`src/hw/rtl/ed7_pkg.sv`:
```
package ed7_pkg;

  localparam int ED7_MAX_WIDTH = 2048;

  localparam int CFG_IDX_W  = 2;
  localparam int CFG_DATA_W = 16;

  localparam logic [CFG_IDX_W-1:0] REG_GREY_MODE    = CFG_IDX_W'(0);
  localparam logic [CFG_IDX_W-1:0] REG_IMAGE_WIDTH  = CFG_IDX_W'(1);
  localparam logic [CFG_IDX_W-1:0] REG_IMAGE_HEIGHT = CFG_IDX_W'(2);

  localparam logic [11:0] RST_IMAGE_WIDTH  = 12'd640;
  localparam logic [15:0] RST_IMAGE_HEIGHT = 16'd480;

  localparam int LUMA_R     = 299;
  localparam int LUMA_G     = 587;
  localparam int LUMA_B     = 114;
  localparam int LUMA_RECIP = 268436;
  localparam int LUMA_SHIFT = 28;

  localparam int ITEM_Q_DEPTH = 4;
  localparam int RES_Q_DEPTH  = 2;

  typedef struct packed {
    logic        grey;
    logic        first_row;
    logic        end_row;
    logic        end_frame;
    logic [15:0] row;
    logic [7:0]  c0;
    logic [7:0]  c1;
    logic [7:0]  c2;
  } ed7_item_t;

  typedef struct packed {
    logic [6:0]  level_code;
    logic [7:0]  red;
    logic [7:0]  green;
    logic [7:0]  blue;
    logic [10:0] column;
    logic [15:0] row;
    logic        last_in_row;
    logic        last_in_frame;
  } ed7_result_t;

  // entry: {level[6:0], reconstructed value[7:0]} for a clamped value 0..255
  typedef logic [14:0] qtab_t [256];

  function automatic qtab_t make_qtab(input int levels);
    qtab_t tab;
    int    n;
    int    rec;
    for (int t = 0; t < 256; t++) begin
      n   = (2 * t * levels + 255) / 510;
      rec = 0;
      for (int r = 0; r < 256; r++) begin
        if (r * levels <= n * 255) rec = r;
      end
      tab[t] = {7'(n), 8'(rec)};
    end
    return tab;
  endfunction

  localparam qtab_t QTAB_L3   = make_qtab(3);
  localparam qtab_t QTAB_L7   = make_qtab(7);
  localparam qtab_t QTAB_L127 = make_qtab(127);

endpackage

```
`src/hw/rtl/ed7_fifo.sv`:
```
module ed7_fifo import ed7_pkg::*; #(
  parameter int WIDTH = 8,
  parameter int DEPTH = 2
) (
  input  logic             clk_i,
  input  logic             rst_ni,
  input  logic             push_i,
  input  logic [WIDTH-1:0] data_i,
  output logic             full_o,
  input  logic             pop_i,
  output logic [WIDTH-1:0] data_o,
  output logic             empty_o
);

  localparam int AW = (DEPTH > 1) ? $clog2(DEPTH) : 1;

  logic [WIDTH-1:0] data_q [DEPTH];
  logic [AW-1:0]    wr_ptr_q, rd_ptr_q;
  logic [AW:0]      count_q;
  logic             do_push, do_pop;

  assign full_o  = (count_q == (AW+1)'(DEPTH));
  assign empty_o = (count_q == '0);
  assign do_push = push_i && !full_o;
  assign do_pop  = pop_i && !empty_o;
  assign data_o  = data_q[rd_ptr_q];

  always_ff @(posedge clk_i or negedge rst_ni) begin
    if (!rst_ni) begin
      wr_ptr_q <= '0;
      rd_ptr_q <= '0;
      count_q  <= '0;
    end else begin
      if (do_push) begin
        wr_ptr_q <= (wr_ptr_q == AW'(DEPTH - 1)) ? '0 : wr_ptr_q + 1'b1;
      end
      if (do_pop) begin
        rd_ptr_q <= (rd_ptr_q == AW'(DEPTH - 1)) ? '0 : rd_ptr_q + 1'b1;
      end
      if (do_push && !do_pop) begin
        count_q <= count_q + 1'b1;
      end else if (do_pop && !do_push) begin
        count_q <= count_q - 1'b1;
      end
    end
  end

  always_ff @(posedge clk_i) begin
    if (do_push) begin
      data_q[wr_ptr_q] <= data_i;
    end
  end

  a_no_push_when_full: assert property (@(posedge clk_i) disable iff (!rst_ni)
    push_i |-> !full_o) else $error("push into full queue");

  a_no_pop_when_empty: assert property (@(posedge clk_i) disable iff (!rst_ni)
    pop_i |-> !empty_o) else $error("pop from empty queue");

endmodule

```
`config.mk`:
```
export PLATFORM = sky130hd
export DESIGN_NAME = ed7_fifo
export DESIGN_NICKNAME = d
export VERILOG_FILES = /design/src/hw/rtl/ed7_pkg.sv /design/src/hw/rtl/ed7_fifo.sv
export SDC_FILE = /design/constraint.sdc
export NUM_CORES = 1
export LEC_CHECK = 0
export ABC_AREA = 1
export ABC_CLOCK_PERIOD_IN_PS = 1800
export BUFFER_PORTS_ARGS = -buffer_cell sky130_fd_sc_hd__clkbuf_2
export CORE_UTILIZATION = 31
export DETAILED_ROUTE_END_ITERATION = 10
export SETUP_SLACK_MARGIN = 0.15
export SLEW_MARGIN = 20
export SYNTH_ARGS = -nofsm -noshare
export SYNTH_HDL_FRONTEND = slang
export SYNTH_SLANG_ARGS = --single-unit
export TNS_END_PERCENT = 20
```
`constraint.sdc`:
```
create_clock -name clk_i -period 1.8 [get_ports clk_i]
set_input_delay 0.09 -clock clk_i [delete_from_list [all_inputs] [get_ports clk_i]]
set_output_delay 0.09 -clock clk_i [all_outputs]
set_load 0.005 [all_outputs]
```
# Yosys cells after proc, flatten, opt, wreduce, memory -nomap -nowiden
# Memories as Yosys holds them, arrays and structs flattened.
# Index checks and enable logic that the tools add are counted.
word_totals:
  latch_bits: 0
  input_bits: 12
  ram_bits: 16
  mem_bits_ro: 0
  n_memories: 1
  elab_cells: 25
  out_inout_bits: 10
  register_bits: 4
classes:
  muxes: 6
  n_addsub: 4
  n_eq_ne: 1
  n_bitwise: 0
  n_lt_le_gt_ge: 0
  shift: 0
  div: 0
  n_reduce_logical: 10
  n_mul: 0
mem_list:
  columns: ["memory", "depth", "word_bits", "read_ports", "rd_ports_with_merged_regs", "write_ports", "line_no", "rtl"]
  rows:
  - ["data_q", 2, 8, 1, 0, 1, "ed7_fifo.sv:17", "logic [WIDTH-1:0] data_q [DEPTH];"]
op_table:
  columns: ["operator", "count"]
  rows:
  - ["$logic_and A1 B1 Y1", 4]
  - ["$logic_not A1 Y1", 4]
  - ["$mux W1", 4]
  - ["$mux W2", 2]
  - ["$add A1 B1 Y1 const B", 2]
  - ["$add A2 B1 Y2 const B", 1]
  - ["$eq A2 B2 Y1 const B", 1]
  - ["$logic_not A2 Y1", 1]
  - ["$reduce_bool A2 Y1", 1]
  - ["$sub A2 B1 Y2 const B", 1]

# Depth between registers and ports, before layout
depth:
  word_depth: 7
  depth_mapped: 9
  depth_no_buf: 9

# Worst setup path after synthesis
# OpenSTA, ideal clock, no wires.
synth_path:
  path_kind: "register to register"
  startpoint: "register count_q[1]"
  endpoint: "memory data_q[1][0], enable pin"
  path_buffers: 0
  period_less_slack_ps: 1322
  setup_time_ps: 371
  path_slack_ps: 478
  path_stages_with_launch: 4
  required_time_ps: 1429
  t_arrival_ps: 951
  cell_sequence: "dfrtp_1 inv_1 o21ai_0 nor2_1"
synth_between:
  elab_chain_cells: 5
synth_rtl:
  columns: ["element", "line_no", "rtl"]
  rows:
  - ["from (decl)", "ed7_fifo.sv:19", "logic [AW:0] count_q;"]
  - ["from (signal assigned)", "ed7_fifo.sv:41", "count_q <= count_q + 1'b1;"]
  - ["from (signal assigned)", "ed7_fifo.sv:43", "count_q <= count_q - 1'b1;"]
  - ["$eq A2 B2 Y1", "ed7_fifo.sv:22", "assign full_o = (count_q == (AW+1)'(DEPTH));"]
  - ["$logic_not A1 Y1", "ed7_fifo.sv:24", "assign do_push = push_i && !full_o;"]
  - ["$logic_and A1 B1 Y1", "ed7_fifo.sv:24", null]
  - ["$mux W1", "ed7_fifo.sv:49", "if (do_push) begin"]
  - ["$mux W1 (implied by the code)", "ed7_fifo.sv:50", "data_q[wr_ptr_q] <= data_i;"]
  - ["to (decl)", "ed7_fifo.sv:17", null]
# No other way between the ends.

# Final worst setup path
layout_path:
  startpoint: "register count_q[0]"
  endpoint: "register count_q[1]"
layout_between:
  elab_chain_cells: 6
  elab_cells_between_ends: 15
  cone_classes: "add/sub: 2; eq/ne: 1; mux: 2; reduce/logical: 10"
layout_rtl:
  columns: ["element", "line_no"]
  rows:
  - ["$eq A2 B2 Y1 / $logic_not A2 Y1 (equally long branches)", "ed7_fifo.sv:22, ed7_fifo.sv:23"]
  - ["$logic_not A1 Y1 (on tied branches)", "ed7_fifo.sv:24, ed7_fifo.sv:25"]
  - ["$logic_and A1 B1 Y1 (on tied branches)", "ed7_fifo.sv:24, ed7_fifo.sv:25"]
  - ["$logic_not A1 Y1 (on tied branches)", "ed7_fifo.sv:42, ed7_fifo.sv:40"]
  - ["$logic_and A1 B1 Y1 (on tied branches)", "ed7_fifo.sv:42, ed7_fifo.sv:40"]
  - ["$reduce_bool A2 Y1 (no source line) / $mux W2 (equally long branches)", null]
# Parallel ways exist; a longest one is shown, timed or not. The select of a mux whose other input is x is not followed.
# A chain may end at the register's enable or synchronous reset.

==> impl_results.md <==
* Status: finished clean
* Worst EP arrival at between 1500 and 2000 ps
* Antenna Nets Post-Route at 0
* Wirelength, routed at between 1.5 and 2 mm
* DR iter-0 viols at 8
* Worst skew pair latency at roughly 290 ps
* # Post-CTS Setup Buffers at 0
* Crit Path Class: flip-flop to flip-flop
* Largest net degree at the start of global routing at 12
* Main combinational cell family by area after synthesis: simple AND/OR/NAND/NOR gates
* Final Hold Viols at 0
* CP Max Fanout at 7
* Post-Synth Adder-Cell Area at roughly 1.5%
* Placed cell areas at between 900 and 1000 um^2
* Synth Area in XOR/XNOR at 1.08%
* Synth Register Bits at 20
* Hold slack at just over 50 ps
* Post-layout min period at approximately 1500 ps
* CP cell instances: o21ai_0 -> ha_1 -> inv_1 -> nand3_1 -> nand2_1 -> nand2_1
* Peak Freq at a little under 700 MHz
* Startpoint types: flip-flop
* Final estimated routing congestion in global placement at about 0.72
* Cell Rows at 18
* Mean post-synth cell area at 11.1 um^2
* Syn Nets at 86
* Clock tree buffer depth at 2
* Initial antenna violation count at 0
* Avg WL per Cell at roughly 11 um
* Final nets at between 100 and 150
* Share of layout cells above drive strength 1 at about a quarter
* Setup crit end kind: flip-flop
* Cell Area, Synth at 810 um^2
* Die H at 53.1 um
* Final setup viols at 0
* CTS resizes at 0
* P&R area growth vs syn at 32.3%
* CTS Hold Bufs at 9
* Fraction of the yosys area taken by sequential cells at roughly 72%
* Vias/cell at between 4 and 5
* Pwr dens at 1370 nW/um^2
* Max incr delay on CP at 470 ps
* Setup TNS at 0 ps
* Cell mode on critical path: nand2_1
* Synth top area share at 59.4%
* Gr usage total at 12.0%
* # port buffers at 21
* H-Tree Depth at 1
* GRT overflow at 0
* RSZ-0062 raised after global routing: false
* First-pass GRT wire length at about 2.4 mm
* TritonCTS buffer count at 3
* Hold Crit Class: primary input to flip-flop
* Worst-path clk slew at between 100 and 150 ps
* Cell taking the most area after synthesis: edfxtp_1
* Leakage power at around 0.0005 uW
* Reg2Reg Setup Slack at between 300 and 400 ps
* Drt pass-1 iters at 3
* HPWL after detailed placement at around 1.1 mm
* DR DRC count at 0
* Initial core utilization at between 30% and 40%
* Slew @ Worst Pin at approximately 340 ps
* Clk root buf: clkbuf_4
* CTS tree: done
* Period utilisation layout at approximately 81%
* Final Instance Area at 1070 um^2
* Synth Warn # at 0
* Die width at roughly 53 um
* Total die area at 2820 um^2
* Simple-gate portion of the synthesized area at 20.1%
* Io pins at 22
* Clock Skew at 1.26 ps
* Via count at between 500 and 600
* Vias in the first global route at ~540
* Crit-path slowest cell: dfrtp_1
* Top cells by area, synth: edfxtp_1 59%, nand2_1 15%, dfrtp_1 12%, inv_1 3.2%, ha_1 1.5%
* Post-synthesis mux area share at 0%
* Worst relative slew slack at a little under 80%
* Max-cap violation count at 0
* Total core area at around 2500 um^2
* Antenna cell count at 0
* Post-Synthesis Cells at 73
* Yosys cell types at 14
* Compound-cell area share of the yosys netlist at 1.24%
* Final slew viol count at 0
* WP data required at roughly 2000 ps
* Maximum VDD drop at ~910 uV
* Clk sinks at 20
* Total power at approximately 1500 uW
-- area by class of cell --
type / count / area, um^2
tap: 30 / 37.5
clock buffer: 3 / 22.5
fill: 245 / 1410
clock inverter: 1 / 3.75
inverter: 8 / 30.0
sequential: 20 / 581
multi-input combinational: 44 / 194
timing repair buffer: 31 / 203
-- cell usage after synthesis --
cell	n
nand2_1	33
inv_2	1
dfrtp_1	4
nand3_1	1
xnor2_1	1
ha_1	1
nand4_1	1
nand3b_1	1
nor2_2	2
nor2_1	2
edfxtp_1	16
inv_1	7
o21ai_0	2
buf_2	1
-- routing by layer --
metal  vias up  part of all wire [%]  GRT usage, %
li1        302                     -             -
met1       262                    45          13.5
met2        17                    50          21.9
met3         0                   4.9          4.60
met4         0                     0          1.32
met5         -                     0             0
-- flip-flops by register name, summed over array words and instances, names as in the netlist --
signal,count
wr_ptr_q,1
count_q,2
data_q,16
rd_ptr_q,1
-- worst paths after layout --
path	from	end	depth (start not counted)
max in group asynchronous	rst_ni	rd_ptr_q	2
worst max-delay path	count_q[0]	count_q[1]	6
worst max register to register	count_q[0]	count_q[1]	6
min in group asynchronous	rst_ni	wr_ptr_q	2
worst min-delay path	pop_i	rd_ptr_q	3
worst min register to register	wr_ptr_q	wr_ptr_q	2
-- per-stage QoR --
stage / cells / worst slack [ps] / utilization (%)
after floorplan: 73 / 478 / -
after global placement: 124 / 425 / 38.5
after detailed placement: 124 / 377 / 38.5
after CTS: 137 / 358 / 43.2
after global routing: 137 / 244 / 43.2
final: 137 / 350 / 43.2
-- cell usage in the layout (no fill, tap or decap), types with 2 or more instances in the layout --
master	count
nand2_1	33
clkbuf_2	21
edfxtp_1	16
dlygate4sd3_1	9
inv_1	7
dfrtp_1	4
clkbuf_4	3
nor2_1	2
nor2_2	2
o21ai_0	2
-- report_power, final --
| group | switching (uW) | total [uW] | internal, uW |
|---|---|---|---|
| Sequential | 87.6 | 730 | 642 |
| Combinational | 303 | 527 | 224 |
| Clock | 131 | 212 | 80.7 |
| Total | 522 | 1470 | 947 |
-- logic make-up (layout without fill, tap and decap cells) --
group / count (synthesis) / after routing
AO/OA/AOI/OAI: 2 / 2
buffers and inverters: 9 / 43
flip-flops: 20 / 20
adder cells (fa/ha/maj): 1 / 1
XOR/XNOR: 1 / 1
AND/OR/NAND/NOR: 40 / 40
-- critical path, delay by kind of cell, from the launching register on --
kind | cells | cell delay, ps
DFF | 1 | 470
and+or+nand+nor | 3 | 190
buffers and inverters | 1 | 80
AOI/OAI and AO/OA | 1 | 300
adders and majority gates | 1 | 310
Note: power is estimated with default switching activity, not from simulation.
