<file path="src/hw/rtl/ed7_pkg.sv">
package ed7_pkg;

  localparam int ED7_MAX_WIDTH = 2048;

  localparam int CFG_IDX_W  = 2;
  localparam int CFG_DATA_W = 16;

  localparam logic [CFG_IDX_W-1:0] REG_GREY_MODE    = CFG_IDX_W'(0);
  localparam logic [CFG_IDX_W-1:0] REG_IMAGE_WIDTH  = CFG_IDX_W'(1);
  localparam logic [CFG_IDX_W-1:0] REG_IMAGE_HEIGHT = CFG_IDX_W'(2);

  localparam logic [11:0] RST_IMAGE_WIDTH  = 12'd640;
  localparam logic [15:0] RST_IMAGE_HEIGHT = 16'd480;

  localparam int LUMA_R     = 299;
  localparam int LUMA_G     = 587;
  localparam int LUMA_B     = 114;
  localparam int LUMA_RECIP = 268436;
  localparam int LUMA_SHIFT = 28;

  localparam int ITEM_Q_DEPTH = 4;
  localparam int RES_Q_DEPTH  = 2;

  typedef struct packed {
    logic        grey;
    logic        first_row;
    logic        end_row;
    logic        end_frame;
    logic [15:0] row;
    logic [7:0]  c0;
    logic [7:0]  c1;
    logic [7:0]  c2;
  } ed7_item_t;

  typedef struct packed {
    logic [6:0]  level_code;
    logic [7:0]  red;
    logic [7:0]  green;
    logic [7:0]  blue;
    logic [10:0] column;
    logic [15:0] row;
    logic        last_in_row;
    logic        last_in_frame;
  } ed7_result_t;

  // entry: {level[6:0], reconstructed value[7:0]} for a clamped value 0..255
  typedef logic [14:0] qtab_t [256];

  function automatic qtab_t make_qtab(input int levels);
    qtab_t tab;
    int    n;
    int    rec;
    for (int t = 0; t < 256; t++) begin
      n   = (2 * t * levels + 255) / 510;
      rec = 0;
      for (int r = 0; r < 256; r++) begin
        if (r * levels <= n * 255) rec = r;
      end
      tab[t] = {7'(n), 8'(rec)};
    end
    return tab;
  endfunction

  localparam qtab_t QTAB_L3   = make_qtab(3);
  localparam qtab_t QTAB_L7   = make_qtab(7);
  localparam qtab_t QTAB_L127 = make_qtab(127);

endpackage

</file>
<file path="src/hw/rtl/ed7_front.sv">
module ed7_front import ed7_pkg::*; #(
  parameter int  MAX_WIDTH = ED7_MAX_WIDTH,
  localparam int XW        = (MAX_WIDTH > 1) ? $clog2(MAX_WIDTH) : 1
) (
  input  logic          clk_i,
  input  logic          rst_ni,
  input  logic          restart_i,
  input  logic          grey_mode_i,
  input  logic [11:0]   image_width_i,
  input  logic [15:0]   image_height_i,
  input  logic          push_i,
  output logic          full_o,
  input  logic [7:0]    in_red_i,
  input  logic [7:0]    in_green_i,
  input  logic [7:0]    in_blue_i,
  input  logic          item_ready_i,
  output logic          item_push_o,
  output ed7_item_t     item_o,
  output logic [XW-1:0] item_x_o
);

  localparam int WW = (XW > 12) ? XW + 1 : 13;

  logic [WW-1:0] w_raw, w_eff;
  logic [XW-1:0] last_col;
  logic [15:0]   last_row;
  logic [XW-1:0] col_q;
  logic [15:0]   row_q;
  logic          accept, end_row, end_frame;

  logic          s1_valid_q;
  ed7_item_t     s1_item_q;
  logic [XW-1:0] s1_x_q;
  logic [17:0]   s1_sum_q;
  logic [36:0]   luma_prod;

  assign w_raw = WW'(image_width_i);

  always_comb begin
    if (w_raw == '0) begin
      w_eff = WW'(1);
    end else if (w_raw > WW'(MAX_WIDTH)) begin
      w_eff = WW'(MAX_WIDTH);
    end else begin
      w_eff = w_raw;
    end
  end

  assign last_col  = XW'(w_eff - WW'(1));
  assign last_row  = (image_height_i == '0) ? '0 : image_height_i - 16'd1;
  assign end_row   = (col_q == last_col);
  assign end_frame = end_row && (row_q == last_row);

  assign full_o      = s1_valid_q && !item_ready_i;
  assign accept      = push_i && !full_o;
  assign item_push_o = s1_valid_q && item_ready_i;

  always_ff @(posedge clk_i or negedge rst_ni) begin
    if (!rst_ni) begin
      col_q      <= '0;
      row_q      <= '0;
      s1_valid_q <= 1'b0;
    end else begin
      if (restart_i) begin
        col_q <= '0;
        row_q <= '0;
      end else if (accept) begin
        if (end_row) begin
          col_q <= '0;
          row_q <= end_frame ? '0 : row_q + 16'd1;
        end else begin
          col_q <= col_q + 1'b1;
        end
      end
      if (accept) begin
        s1_valid_q <= 1'b1;
      end else if (item_push_o) begin
        s1_valid_q <= 1'b0;
      end
    end
  end

  always_ff @(posedge clk_i) begin
    if (accept) begin
      s1_item_q.grey      <= grey_mode_i;
      s1_item_q.first_row <= (row_q == '0);
      s1_item_q.end_row   <= end_row;
      s1_item_q.end_frame <= end_frame;
      s1_item_q.row       <= row_q;
      s1_item_q.c0        <= in_red_i;
      s1_item_q.c1        <= in_green_i;
      s1_item_q.c2        <= in_blue_i;
      s1_x_q              <= col_q;
      s1_sum_q            <= 18'(in_red_i) * 18'(LUMA_R) + 18'(in_green_i) * 18'(LUMA_G)
                           + 18'(in_blue_i) * 18'(LUMA_B);
    end
  end

  assign luma_prod = 37'(s1_sum_q) * 37'(LUMA_RECIP);

  always_comb begin
    item_o = s1_item_q;
    if (s1_item_q.grey) begin
      item_o.c0 = luma_prod[LUMA_SHIFT +: 8];
    end
  end

  assign item_x_o = s1_x_q;

  a_row_wraps: assert property (@(posedge clk_i) disable iff (!rst_ni)
    accept && end_row |=> col_q == '0) else $error("column did not wrap at row end");

endmodule

</file>
<file path="config.mk">
export PLATFORM = sky130hd
export DESIGN_NAME = ed7_front
export DESIGN_NICKNAME = d
export VERILOG_FILES = /design/src/hw/rtl/ed7_pkg.sv /design/src/hw/rtl/ed7_front.sv
export SDC_FILE = /design/constraint.sdc
export NUM_CORES = 1
export LEC_CHECK = 0
export BUFFER_PORTS_ARGS = -buffer_cell sky130_fd_sc_hd__buf_2
export CAP_MARGIN = 40
export CORE_MARGIN = 4
export CORE_UTILIZATION = 50
export CTS_BUF_LIST = sky130_fd_sc_hd__clkbuf_8 sky130_fd_sc_hd__clkbuf_16
export CTS_CLUSTER_SIZE = 40
export DETAILED_ROUTE_END_ITERATION = 16
export PLACE_DENSITY_LB_ADDON = 0.1
export SLEW_MARGIN = 30
export SYNTH_ARGS = -nofsm -noshare
export SYNTH_HDL_FRONTEND = slang
export SYNTH_SLANG_ARGS = --single-unit
</file>
<file path="constraint.sdc">
create_clock -name clk_i -period 11.25 [get_ports clk_i]
set_clock_uncertainty 0.1 [all_clocks]
set_input_delay 0.5625 -clock clk_i [delete_from_list [all_inputs] [get_ports clk_i]]
set_output_delay 0.5625 -clock clk_i [all_outputs]
set_load 0.02 [all_outputs]
</file>
# Word-level counts from Yosys, hierarchy flattened
# Cells that the tools add are included.
# totals
reg_bits	101
input_bits	58
out_inout_bits	57
elab_cells	52
# classes
add_sub_neg	6
n_eq_ne	2
mux	13
n_reduce_logical	13
multipliers	4
magnitude_cmp	1
# op_table
op	n
$mux W16	5
$mux W11	5
$mul A18 B17 Y34 const B	1
$logic_not A16 Y1	2
$add A17 B18 Y18	1
$add A18 B15 Y18	1
$mul A8 B10 Y18 const B	1
$mul A8 B9 Y17 const B	1
$add A16 B1 Y16 const B	1
$eq A16 B16 Y1	1
$sub A16 B1 Y16 const B	1
$mul A8 B6 Y14 const B	1
$logic_not A13 Y1	1
$gt A12 B12 Y1 const B	1
$add A11 B1 Y11 const B	1
$eq A11 B11 Y1	1
$sub A11 B1 Y11 const B	1
$mux W8	1
$reduce_bool A2 Y1	3
$logic_and A1 B1 Y1	4
$logic_not A1 Y1	2
$mux W1	2
$reduce_and A2 Y1	1

# Longest topological paths before layout
# depth
ltp_word	10
ltp_mapped	25
mapped_depth_nobuf	25

# Worst setup path after synthesis
# No wires, ideal clock.
# synth_timing
path_kind	input -> register
start	input in_blue_i[0]
end	register s1_sum_q[17], data pin
slack_ns	5.067
cell_stages	20
path_buffers	0
arrival_ns	5.820
required_time_ns	10.887
setup_ns	0.263
path_cell_list	fa_1 -> inv_1 -> fa_1 -> inv_1 -> ha_1 -> ha_1 -> fa_1 -> xor2_1 -> ha_1 -> inv_1 -> fa_1 -> fa_1 -> fa_1 -> inv_1 -> ha_1 -> and3_1 -> a211oi_1 -> nor3_1 -> a311oi_1 -> xnor2_1
# synth_between
elab_chain_cells	2
# synth_rtl
item	line_no	source
start: declaration	ed7_front.sv:15	input logic [7:0] in_blue_i,
$mul A8 B6 Y14	ed7_front.sv:95	+ 18'(in_blue_i) * 18'(LUMA_B);
$add A18 B15 Y18	ed7_front.sv:95	
end signal: assignment	ed7_front.sv:94	s1_sum_q <= 18'(in_red_i) * 18'(LUMA_R) + 18'(in_green_i) * 18'(LUMA_G)
end: declaration	ed7_front.sv:34	logic [17:0] s1_sum_q;
# Every way passes these cells.
# A chain may end at the register's enable or synchronous reset.

==> metrics.txt <==
clock sinks 101; Storage cell area 2890 um2; ant diodes 0; first-pass GRT wire length 46.2 mm; Yosys top cell by area ha_1; CP startpoint s1_sum_q[6]$_DFFE_PP_; Critical Path Sink Type output pin; CP cell instances ha_1 -> ha_1 -> fa_1 -> inv_1 -> fa_1 -> inv_1 -> fa_1 -> fa_1 -> ha_1 -> nand3_1 -> nor4_1 -> nand2_1 -> a211oi_1 -> o22ai_1 -> o21bai_1 -> xor2_1 -> mux2_2 -> buf_2; Critical R2R Launch row_q[7]$_DFFE_PN0P_; worst reg2reg setup slack 7630 ps; I/O Buffers 114; post-CTS sizing 0; WL final 27.4 mm; Via density 5.36; # Post-CTS Setup Buffers 0; clk root buf clkbuf_16; Crit Path Max Fanout 6; vias in the first global route 9161; top cell type's share of synthesized area 24.4%; multi-input logic area 8610 um2; Die Span Y 169 um; final worst slack 4690 ps; Synth Cell Area 12900 um2; Clk Latency, worst-skew pair 360 ps; post-route ant nets 0; Yosys cell types 75; nets 1774; slew margin rel. 42.8%; Reg2Reg Capture Point row_q[0]$_DFFE_PN0P_; DRT iter0 DRCs 519; crit path launch type register; status complete, no violations; gr ovfl total 0; DR vias 9014; initial core utilization 51.1%; Syn Inst Count 1271; ratio of cells with drive above 1 in the final layout 11.7%; Layout fillers 2324; syn_nets 1699; simple-gate share of the synthesized area 9.96%; area share of xor/xnor cells in the synthesized design 4.12%; DIE AREA 28400 um2; Worst path max stage delay 560 ps; final setup vio count 0; Num CTS Buffers 9; placed cell areas 13600 um2; global placer's final weighted congestion 0.878; Post-synth EDFFs 73; maximum clock rate 152 MHz; async set or reset register ratio after synthesis 27.7%; Die W 169 um; Main synth FF type edfxtp_1; area grow syn2layout 7.50%; initial antenna violation count 0; core area 25300 um2; number of cell rows 58; final hold vios 0; Setup TNS 0 ps; Critical Path Most Common Cell fa_1; number of placed I/O pins 115; fin. max-slew vios 0; routed wire length per instance 16.3 um; required time of the critical path 10590 ps; crit path to item_o[20]; Hold-fix buffers, CTS 0; Worst-path clk slew 80 ps; Register-to-Register Path Depth 8; Min-Delay Path Class in -> async; #FFs+latches synth 101; RSZ-0062 raised after global routing false; slowest CP cell edfxtp_1; Syn Area/Cell 10.1 um2; GRT Util Overall 20.1%; multiplexer share of the synthesized area 0.766%; sequential fraction of the synthesis area 22.4%; worst endpoint data arrival time 5900 ps; worst slack at placement 4560 ps; Synth area leaders ha_1, fa_1, edfxtp_1, inv_1, dfrtp_1; residual DRC count 0; fin crit share 58.3%; Synth Area in Compound Gates 9.17%; H-Tree Depth 3; pin count of the biggest net entering global routing 55; largest family of logic cells by synthesized area adder cells; post-DP HPWL 22.9 mm; adder-cell share of the synthesized area 42.8%; DR pass1 iterations 4; Crit Path Class reg -> out; # Max-Cap Violations 0; Worst Max-Slew Pin Slew 855 ps; Period minus WS final 6560 ps; fin area 13900 um2; Clock Tree Buf Depth 2; Ys Warns 0; CTS tree yes
[per-stage QoR]
step | util, % | hold WS [ps] | std cells
6_report | 54.9 | 141 | 1681
5_1_grt | 54.9 | 197 | 1681
4_1_cts | 54.9 | 167 | 1681
3_5_place_dp | 53.7 | 417 | 1665
3_3_place_gp | 53.7 | 406 | 1664
2_1_floorplan | - | 167 | 1271
[final cells by class]
cell class / instances / share of cell area (%)
clock buffer: 9 / 1.62
clock inverter: 7 / 0.523
inverter: 279 / 7.56
multi-input combinational: 837 / 62.1
sequential: 101 / 20.9
tap: 330 / 2.98
timing repair buffer: 118 / 4.33
[worst min-delay path by stage]
stage,from,slack [ps],end
after floorplan,rst_ni,170,col_q[0]$_DFFE_PN0P_
final,rst_ni,140,row_q[5]$_DFFE_PN0P_
after detailed placement,s1_valid_q$_DFFE_PN0P_,420,s1_valid_q$_DFFE_PN0P_
after CTS,rst_ni,170,row_q[5]$_DFFE_PN0P_
after global placement,s1_valid_q$_DFFE_PN0P_,410,s1_valid_q$_DFFE_PN0P_
after global routing,rst_ni,200,row_q[5]$_DFFE_PN0P_
[cells in the final DEF (no fill, tap or decap), types with 10 or more instances in the layout]
| cell type | Yosys | final |
|---|---|---|
| inv_1 | 279 | 278 |
| ha_1 | 252 | 252 |
| fa_1 | 118 | 118 |
| buf_2 | 3 | 114 |
| edfxtp_1 | 73 | 73 |
| a21oi_1 | 38 | 38 |
| nand2_1 | 37 | 37 |
| nor2_1 | 37 | 37 |
| xnor2_1 | 36 | 36 |
| dfrtp_1 | 28 | 28 |
| o21ai_0 | 26 | 26 |
| nand3_1 | 23 | 23 |
| nor3_1 | 22 | 22 |
| xor2_1 | 22 | 22 |
| and3_1 | 15 | 15 |
| a22o_1 | 15 | 15 |
| nor4_1 | 13 | 13 |
| nor2b_1 | 12 | 12 |
| a211oi_1 | 11 | 11 |
| o21ai_1 | 11 | 11 |
| or4_1 | 10 | 10 |
[per-layer routing]
| layer | wire length [um] | GRT usage (%) | up-vias | share of wire [%] |
|---|---|---|---|---|
| met5 | 0 | 0 | - | 0 |
| met4 | 396 | 4.48 | 0 | 1.4 |
| met3 | 890 | 2.22 | 31 | 3.2 |
| met2 | 12900 | 32.8 | 152 | 47 |
| met1 | 13200 | 29.1 | 4386 | 48 |
| li1 | - | - | 4445 | - |
[registers in the layout (all words and copies together), names as in the netlist]
signal and flops:
col_q 11, s1_item_q 8, item_o 36, s1_valid_q 1, row_q 16, item_x_o 11
s1_sum_q 18
[cells in the mapped netlist, drive strengths merged (22+ instances only)]
library cell	instances
a21oi	39
buf	41
dfrtp	28
edfxtp	73
fa	118
ha	252
inv	279
nand2	37
nand3	23
nor2	37
nor3	23
o21ai	37
xnor2	36
xor2	22
[critical path: cells and delay by family, from the launching register on]
family          cells  cell delay (ps)
fa+ha+maj           7             2990
buf+inv             3              270
simple gates        3              600
compound gates      3              750
flops               1              560
mux                 1              280
xor+xnor            1              110
[cell families (layout without fill, tap and decap cells)]
group	count (synthesis)	count (layout)
AO/OA/AOI/OAI	172	172
multiplexers	9	9
XOR/XNOR	59	59
buffers and inverters	333	413
flip-flops	101	101
AND/OR/NAND/NOR	227	227
adder cells (fa/ha/maj)	370	370
Power is not shown: default switching activity piles up to over one toggle a cycle in this logic, so the estimate is an artifact.
